<file path="src/hdl/pfaa_pkg.sv">
package pfaa_pkg;

  localparam int COORD_BITS = 16;
  localparam int ACC_BITS   = 48;
  localparam int DIFF_BITS  = COORD_BITS + 1;
  localparam int PROD_BITS  = 2 * DIFF_BITS;
  localparam int CROSS_BITS = PROD_BITS + 1;
  // |cross| never exceeds 2^(PROD_BITS-1), so it fits PROD_BITS unsigned bits
  localparam int TERM_BITS  = PROD_BITS;

  localparam logic [ACC_BITS-1:0] ACC_MAX = '1;

  typedef logic [1:0] vcount_t;
  localparam vcount_t CNT_NONE = 2'd0;
  localparam vcount_t CNT_TWO  = 2'd2;
  localparam vcount_t CNT_MANY = 2'd3;

  typedef logic signed [COORD_BITS-1:0] coord_t;

  typedef struct packed {
    coord_t vertex_x;
    coord_t vertex_y;
    logic   final_vertex;
  } vertex_t;

  typedef struct packed {
    logic [ACC_BITS-1:0] area_halves;
    logic                too_few_points;
    logic                saturated;
  } result_t;

  // one fan triangle on its way to the accumulator
  typedef struct packed {
    logic [TERM_BITS-1:0] term;
    logic                 add_en;
    logic                 last;
    logic                 few;
  } term_t;

endpackage

</file>
<file path="src/hdl/pfaa_accum.sv">
module pfaa_accum (
  input  logic              clk,
  input  logic              rst_n,
  input  logic              term_valid,
  input  pfaa_pkg::term_t   term_data,
  output logic              term_take,
  output logic              out_valid,
  input  logic              out_stall,
  output pfaa_pkg::result_t out_data
);
  import pfaa_pkg::*;

  logic [ACC_BITS-1:0] sum_r, sum_upd;
  logic                clamp_r, clamp_upd;
  logic [ACC_BITS:0]   sum_ext;
  logic                out_valid_r, out_valid_nxt;
  result_t             out_data_r, out_data_nxt;
  logic                out_free, emit;

  assign out_free  = !out_valid_r || !out_stall;
  // only the last vertex needs room in the result register
  assign term_take = term_valid && (!term_data.last || out_free);
  assign emit      = term_take && term_data.last;

  always_comb begin
    sum_ext   = {1'b0, sum_r} + (ACC_BITS + 1)'(term_data.term);
    sum_upd   = sum_r;
    clamp_upd = clamp_r;
    if (term_data.add_en) begin
      if (sum_ext[ACC_BITS]) begin
        sum_upd   = ACC_MAX;
        clamp_upd = 1'b1;
      end else begin
        sum_upd = sum_ext[ACC_BITS-1:0];
      end
    end
    if (term_data.few) begin
      out_data_nxt.area_halves    = '0;
      out_data_nxt.too_few_points = 1'b1;
      out_data_nxt.saturated      = 1'b0;
    end else begin
      out_data_nxt.area_halves    = sum_upd;
      out_data_nxt.too_few_points = 1'b0;
      out_data_nxt.saturated      = clamp_upd;
    end
  end

  assign out_valid_nxt = emit || (out_valid_r && out_stall);

  always_ff @(posedge clk) begin
    if (!rst_n) begin
      sum_r       <= '0;
      clamp_r     <= 1'b0;
      out_valid_r <= 1'b0;
    end else begin
      out_valid_r <= out_valid_nxt;
      if (term_take) begin
        if (term_data.last) begin
          sum_r   <= '0;
          clamp_r <= 1'b0;
        end else begin
          sum_r   <= sum_upd;
          clamp_r <= clamp_upd;
        end
      end
    end
  end

  always_ff @(posedge clk) begin
    if (emit) begin
      out_data_r <= out_data_nxt;
    end
  end

  assign out_valid = out_valid_r;
  assign out_data  = out_data_r;

`ifndef SYNTHESIS
  a_sat_at_max: assert property (@(posedge clk) disable iff (!rst_n)
    (out_valid_r && out_data_r.saturated) |-> (out_data_r.area_halves == ACC_MAX))
    else $error("saturated result below maximum");

  a_few_is_zero: assert property (@(posedge clk) disable iff (!rst_n)
    (out_valid_r && out_data_r.too_few_points) |->
      (out_data_r.area_halves == '0 && !out_data_r.saturated))
    else $error("short polygon reported nonzero area");

  a_clear_after_emit: assert property (@(posedge clk) disable iff (!rst_n)
    emit |=> (sum_r == '0 && !clamp_r))
    else $error("running sum not cleared after result");

  a_clamp_holds_max: assert property (@(posedge clk) disable iff (!rst_n)
    clamp_r |-> (sum_r == ACC_MAX))
    else $error("clamped sum left maximum");
`endif

endmodule
</file>
<file path="config.mk">
export PLATFORM = sky130hd
export DESIGN_NAME = pfaa_accum
export DESIGN_NICKNAME = d
export VERILOG_FILES = /design/src/hdl/pfaa_pkg.sv /design/src/hdl/pfaa_accum.sv
export SDC_FILE = /design/constraint.sdc
export NUM_CORES = 1
export LEC_CHECK = 0
export ABC_AREA = 1
export BUFFER_PORTS_ARGS = -buffer_cell sky130_fd_sc_hd__buf_2
export CAP_MARGIN = 20
export CORE_MARGIN = 3
export CORE_UTILIZATION = 35
export DETAILED_ROUTE_END_ITERATION = 6
export PLACE_DENSITY = 0.6
export RECOVER_POWER = 100
export SYNTH_ARGS = -nofsm -noshare
export SYNTH_HDL_FRONTEND = slang
export SYNTH_SLANG_ARGS = --single-unit
</file>
<file path="constraint.sdc">
create_clock -name clk -period 5.07 [get_ports clk]
set_clock_uncertainty 0.05 [all_clocks]
set_input_delay 1.014 -clock clk [delete_from_list [all_inputs] [get_ports clk]]
set_output_delay 1.014 -clock clk [all_outputs]
set_load 0.1 [all_outputs]
</file>
# Word level (Yosys, flattened, before mapping)
# Index checks and enable logic that the tools add are counted.
# totals
ff_bits,100
out_inout_bits,52
# classes
addsub,1
n_mux,7
reduce_logical,9
# ops
op,n
two-way mux 48 bit,3
adder 48 x 34 -> 49 bit,1
logical AND 1 bit,3
zero test 1 bit,3
logical OR 1 bit,3
two-way mux 1 bit,3
two-way mux 2 bit,1

# Longest topological paths before layout
# Gate-level depths: netlist (run 1).
# depth
word_depth,6
ltp_mapped,18

# Worst setup path before layout (run 1)
# OpenSTA, ideal clock, no wires.
# synth_timing
kind,input-to-reg
start,in out_stall
end,"reg out_data_r (netlist bit out_data[0]), enable pin"
arrival_time_ns,3.022
setup_slack_ns,1.593
stages,5
path_buffers,0
path_cell_list,nand2_1 -> o21ai_1 -> inv_1 -> nand2_1 -> inv_1
# synth_via
elab_chain_len,5
# synth_lines
element,line,text
from (decl),pfaa_accum.sv:8,"input logic out_stall,"
zero test 1 bit,pfaa_accum.sv:20,assign out_free = !out_valid_r || !out_stall;
logical OR 1 bit,pfaa_accum.sv:20,
logical OR 1 bit,pfaa_accum.sv:22,assign term_take = term_valid && (!term_data.last || out_free);
logical AND 1 bit,pfaa_accum.sv:22,
named net term_take,pfaa_accum.sv:6,"output logic term_take,"
logical AND 1 bit,pfaa_accum.sv:23,assign emit = term_take && term_data.last;
named net emit,pfaa_accum.sv:18,"logic out_free, emit;"
to (signal assigned),pfaa_accum.sv:71,out_data_r <= out_data_nxt;
to (decl),pfaa_accum.sv:17,"result_t out_data_r, out_data_nxt;"
# The timed path passes the listed nets, and every way through them passes these cells.
# A chain may end at the register's enable or synchronous reset.

# Worst setup path after layout (run 1)
# layout_timing
start,in term_data[25] in the netlist's numbering
end,reg sum_r[15]
# layout_via
elab_chain_len,4
# layout_lines
element,line,text
from (decl),pfaa_accum.sv:5,"input pfaa_pkg::term_t term_data,"
adder 48 x 34 -> 49 bit,pfaa_accum.sv:26,"sum_ext = {1'b0, sum_r} + (ACC_BITS + 1)'(term_data.term);"
two-way mux 48 bit,pfaa_accum.sv:30,if (sum_ext[ACC_BITS]) begin
two-way mux 48 bit,pfaa_accum.sv:29,if (term_data.add_en) begin
two-way mux 48 bit,pfaa_accum.sv:58,if (term_data.last) begin
to (signal assigned),pfaa_accum.sv:62,sum_r <= sum_upd;
to (decl),pfaa_accum.sv:13,"logic [ACC_BITS-1:0] sum_r, sum_upd;"
# No other way between the ends.

==> results of run 1 <==
power by group through the flow:
| stage | clock, mW | sequential (mW) | combinational (mW) |
|---|---|---|---|
| 2_1_floorplan | 0 | 1.05 | 0.296 |
| 3_3_place_gp | 0 | 0.912 | 0.557 |
| 3_5_place_dp | 0 | 0.913 | 0.556 |
| 4_1_cts | 0.716 | 0.895 | 0.559 |
| 5_1_grt | 0.748 | 0.900 | 0.590 |
| 6_report | 0.703 | 0.896 | 0.535 |
sequential cells by signal (all words and copies together) (netlist names):
name,flops
out_data,50
sum_r,48
clamp_r,1
out_valid,1
metrics by stage:
stage,hold slack [ns],cells
2_1_floorplan,0.407,1165
3_3_place_gp,0.421,1512
3_5_place_dp,0.426,1512
4_1_cts,0.436,1528
5_1_grt,0.458,1528
6_report,0.434,1528
cells in the final DEF (no fill, tap or decap), types with 2 or more instances in the layout:
| cell | n |
|---|---|
| dfxtp_1 | 50 |
| inv_8 | 2 |
| nor2_4 | 2 |
| or2_4 | 2 |
| nand2_1 | 407 |
| inv_2 | 8 |
| nand3_2 | 18 |
| nand2_2 | 4 |
| a21oi_2 | 21 |
| nor2_2 | 3 |
| or2_2 | 31 |
| a21oi_1 | 62 |
| nor2_1 | 127 |
| nor3_1 | 16 |
| buf_2 | 38 |
| inv_1 | 148 |
| nor4_1 | 3 |
| buf_4 | 5 |
| xor2_1 | 19 |
| nand3b_1 | 8 |
| clkbuf_1 | 55 |
| clkbuf_16 | 9 |
| nand2_4 | 11 |
| nand4_1 | 6 |
| edfxtp_1 | 50 |
| xnor2_1 | 4 |
| o21ai_0 | 12 |
| nand3_1 | 73 |
| o21bai_1 | 3 |
| clkinv_4 | 2 |
| inv_6 | 2 |
| ha_1 | 34 |
worst min-delay path, cell delays in order (launching register included):
cell and delay, ns:
dfxtp_1 0.32, nand2_1 0.06, a21oi_1 0.05
routing by layer:
layer  GRT usage (%)  vias to the layer above  part of all wire, %
li1                -                     3822                    -
met1            26.8                     3378                   49
met2            32.1                      161                   45
met3            2.61                       27                  4.1
met4            5.63                        2                  2.0
met5               0                        -                0.047
path summary, 6_finish.rpt:
check	endpoint	start	slack, ns	cells after the start
worst max-delay path	sum_r[15]	term_data[25]	1.11	14
worst min-delay path	sum_r[14]	sum_r[14]	0.43	2
worst max register to register	sum_r[15]	sum_r[0]	1.49	16
worst min register to register	sum_r[14]	sum_r[14]	0.43	2
layout make-up:
class | instances | area, um^2
inverter | 158 | 597
clock buffer | 9 | 225
sequential | 100 | 2500
fill | 2410 | 13300
timing repair buffer | 98 | 434
clock inverter | 7 | 65.1
tap | 280 | 350
multi-input combinational | 876 | 4460
cell families after synthesis:
| logic type | count (synthesis) |
|---|---|
| buffers and inverters | 189 |
| adder cells (fa/ha/maj) | 35 |
| AO/OA/AOI/OAI | 103 |
| XOR/XNOR | 23 |
| flip-flops | 100 |
| AND/OR/NAND/NOR | 715 |
==> results.tsv, run 1 <==
metric	value	unit
rows	54	
coreArea	22000	um^2
antenna_found_initial	1	
power.switching	0.774	mW
crit_path_start_kind	input pin	
status	finished, violations left	
die_w	156	um
arrival	4.20	ns
ant_nets	0	
synth_top_cell_area_share	19.0	%
critPathTopFamily	simple AND/OR/NAND/NOR gates	
synthMuxAreaShare	0	%
post-route-util	39.3	%
ys.flop_type	edfxtp_1	
fin_crit_sh	78.1	%
yosysWarningCount	0	
wl_per_cell	15.2	um
dpl-instance-area	8590	um^2
ys_ff_latch	100	
yosys-top-cells-area	edfxtp_1, nand2_1, dfxtp_1	
p_int	1.36	mW
combinationalPowerShare	25.1	%
cts_hold_buffers	0	
worstPathCellList	buf_2 -> ha_1 -> nand2_1 -> nor2_1 -> nand2_1 -> nor3_2 -> nand2_1 -> nand2_2 -> nand2_1 -> nand2_4 -> clkinvlp_2 -> nand2_1 -> nand3_1 -> a21oi_1	
finalHoldViolCount	0	
synthXorXnorAreaFrac	2.56	%
overflow	0	
htreeDepth	3	
synth_top_area_cell	edfxtp_1	
ir_worst_vdd	0.000120	V
synth-compound-area-share	7.98	%
required	5.31	ns
crit_buf_inv	2	
dp_worst_setup_slack	1.45	ns
timing.final.ws_setup	1.11	ns
slew_viol_final	65	
switching_share	36.3	%
max_stage_delay	0.99	ns
portBuffers	92	
crit_top_cell	nand2_1	
finalSetupViolations	0	
power	2.13	mW
synth-simple-area-share	42.4	%
yosysSeqAreaShare	31.7	%
seqPwrFrac	42.0	%
rsz0062_at_grt	no	
clock_path_buffers	2	
drt_wl_total	23200	um
gp_congestion	0.926	
synth_top_family_by_area	simple AND/OR/NAND/NOR gates	
critPathCaptureType	register	
hp-class	register to register	
cts_sinks	100	
grt_pass1_vias	7206	
post_cts_buffers	0	
clk_latency	0.37	ns
p_per_area	247	nW/um^2
drt_iter0_markers	413	
via_per_inst	4.84	
critPathKind	input pin to register	
clk_pin_slew_worst_paths	0.07	ns
drive_above_1_share	13.2	%
yosysUniqueCellTypes	44	
final_cell_area	8630	um^2
nets	1319	
clockPowerShare	32.9	%
cts_tree	yes	
drt-pass1-iter-count	5	
tightest_slew	1.96	ns
p_leak	4.03	nW
remaining_drc_errors	0	
die_y	156	um
syn-num-nets	1241	
grt_use_total	19.5	%
postSynthCellCount	1165	
slowest_stage	clkinvlp_2	
grt_max_degree	56	
start_util	35.9	%
synth_fa_ha_area_share	5.65	%
cap_viol_max_count	2	
synth-edff-count	50	
io_pins	93	
cts_buffers	9	
vias	7390	
clock.fmax	0.252	GHz
async_flop_share	0	%
synthToLayoutAreaGrowth	9.52	%
hpwlAfterDp	18200	um
post_cts_resized	0	
diodes	0	
root_buffer	clkbuf_16	
grt_pass1_wl	37800	um
yosysMostFrequentCell	nand2_1	
finalCriticalPeriod	3.96	ns
avgSynthCellArea	6.77	um^2
violations	capacitance limit, slew limit	
slew_headroom	-30.4	%
fin_tns_setup	0	ns
dieArea	24400	um^2
synthTopCellsByCount	nand2_1, inv_1, nor2_1, nand3_1, a21oi_1	
crit_fanout	16	
synth_area	7880	um^2
Power figures use the tool's default switching activity.
==> inputs of run 2 (changes only) <==
Settings changed: PLACE_DENSITY 0.6 to 0.62.
Clock period 5.07 ns to 3.5 ns, I/O delays scaled along.
==> run 2 against run 1 <==
- the flow still finishes with violations (capacitance limit, slew limit)
- clock power is 71% higher
- final area increased by 1.1%
- hold slack better by 0.0032 ns
- combinational power rose by 46%
- routed wire length rose by 2.5%
- via count rose by 0.23%
- power grew 54%
- count of clock-buffer cells in the layout did not move
- die area is the same
- critical path type unchanged
- highest routed layer is now met4
==> results.tsv, run 2 (synthesis results as in run 1) <==
metric	value	unit	change
remaining_drc_errors	0		unchanged
ir_worst_vdd	0.000236	V	+97%
status	finished, violations left		
dieArea	24400	um^2	unchanged
drive_above_1_share	13.4	%	+0.18 points
grt_pass1_wl	38000	um	+0.67%
wl_per_cell	15.5	um	+2.1%
p_per_area	376	nW/um^2	+52%
rsz0062_at_grt	no		
finalCriticalPeriod	3.02	ns	
layout.cells.most_common	nand2_1		
crit_top_cell	nand2_1		
tightest_slew	1.97	ns	+0.0108 ns
htreeDepth	3		unchanged
cts_tree	yes		
grt_use_total	19.7	%	+0.21 points
clk_latency	0.37	ns	about the same
cap_viol_max_count	1		-1
finalSetupViolations	0		unchanged
cts_hold_buffers	0		unchanged
grt_max_degree	50		-11%
gp_congestion	0.934		+0.82%
worstPathCellList	buf_2 -> ha_1 -> fa_1 -> nand2_1 -> nand2_1 -> nand3_1 -> nand2_1 -> nand2_1 -> nand2_2 -> nand2_1 -> nand2_2 -> nand2_1 -> nand3_4 -> inv_4 -> nand2_1 -> nand2_1 -> nor2_1		
root_buffer	clkbuf_16		
dp_worst_setup_slack	0.212	ns	-1.23 ns
hp-class	register to register		
timing.final.ws_setup	0.480	ns	-0.628 ns
required	3.49	ns	-1.82 ns
vias	7407		+0.23%
diodes	0		unchanged
clk_pin_slew_worst_paths	0.07	ns	about the same
finalHoldViolCount	0		unchanged
die_y	156	um	unchanged
critPathCaptureType	register		
critPathKind	input pin to register		
hpwlAfterDp	18600	um	+1.8%
via_per_inst	4.83		-0.16%
slowest_stage	fa_1		
die_w	156	um	unchanged
slew_viol_final	36		-45%
clock_path_buffers	2		unchanged
portBuffers	92		unchanged
cts_buffers	9		unchanged
drt-pass1-iter-count	5		unchanged
post_cts_buffers	0		unchanged
crit_fanout	14		-2
grt_pass1_vias	7227		+0.29%
io_pins	93		unchanged
largest_register_ffs	50		unchanged
drt_wl_total	23800	um	+2.5%
synthToLayoutAreaGrowth	10.8	%	
drt_iter0_markers	444		+7.5%
ant_nets	0		unchanged
post-route-util	39.8	%	+0.45 points
slew_headroom	-31.1	%	-0.72 points
start_util	35.9	%	unchanged
nets	1325		+0.45%
final_cell_mix	nand2_1, inv_1, nor2_1, nand3_1, a21oi_1		
p_leak	4.12	nW	+2.2%
cts_sinks	100		unchanged
coreArea	22000	um^2	unchanged
fin_tns_setup	0	ns	unchanged
antenna_found_initial	0		-1
post_cts_resized	0		unchanged
max_stage_delay	0.47	ns	-0.52 ns
clock.fmax	0.331	GHz	
crit_path_start_kind	input pin		
fin_crit_sh	86.3	%	
arrival	3.01	ns	-1.19 ns
overflow	0		unchanged
violations	capacitance limit, slew limit		
rows	54		unchanged
-- run 2: changes by cell type in the layout (fill, tap and decap cells not counted), moves of 2 or more --
cell	delta
nand2_1	+4
a21oi_2	+4
bufinv_16	+3
buf_4	+3
nand2_4	-3
buf_12	+2
a21oi_1	-4
nand3_2	-4
nand3_1	+3
inv_8	-2
-- run 2: per-layer routing --
metal	up-vias	share of wire (%)	GRT usage, %
li1	3838	-	-
met1	3415	49	26.9
met2	124	45	32.3
met3	30	3.5	2.80
met4	0	2.2	6.22
met5	-	0	0
-- run 2: path summary, 6_finish.rpt --
kind	start	cells past startpoint	end	slack [ns]
max	term_data[3]	17	out_data[23]	0.48
min reg2reg	sum_r[22]	2	sum_r[22]	0.44
min	sum_r[22]	2	sum_r[22]	0.44
max reg2reg	sum_r[0]	16	out_data[23]	0.60
-- run 2: power breakdown --
group / leakage [nW] / total, mW / internal, mW / switching [mW]
Sequential: 0.878 / 1.30 / 1.28 / 0.0205
Combinational: 3.08 / 0.782 / 0.192 / 0.590
Clock: 0.162 / 1.20 / 0.704 / 0.501
Total: 4.12 / 3.28 / 2.17 / 1.11
-- run 2: through the flow --
stage                     instance area (um^2)  instances  total power [mW]  hold slack, ns
after floorplan                           7880       1165              1.95           0.407
after global placement                    8680       1518              2.14           0.422
after detailed placement                  8680       1518              2.14           0.425
after CTS                                 9020       1534              3.34           0.438
after global routing                      8730       1534              3.44           0.457
final                                     8730       1534              3.28           0.437
-- run 2: layout make-up --
| class | instances | area (um^2) |
|---|---|---|
| Sequential cell | 100 | 2500 |
| Multi-Input combinational cell | 876 | 4430 |
| Inverter | 158 | 598 |
| Clock inverter | 7 | 123 |
| Clock buffer | 9 | 225 |
| Timing Repair Buffer | 104 | 503 |
| Tap cell | 280 | 350 |
| Fill cell | 2390 | 13200 |
-- run 2: worst max-delay path: cells and delay by family --
family        cells  cell delay, ns
fa+ha+maj         2            0.76
simple gates     13            1.18
buf+inv           2            0.35
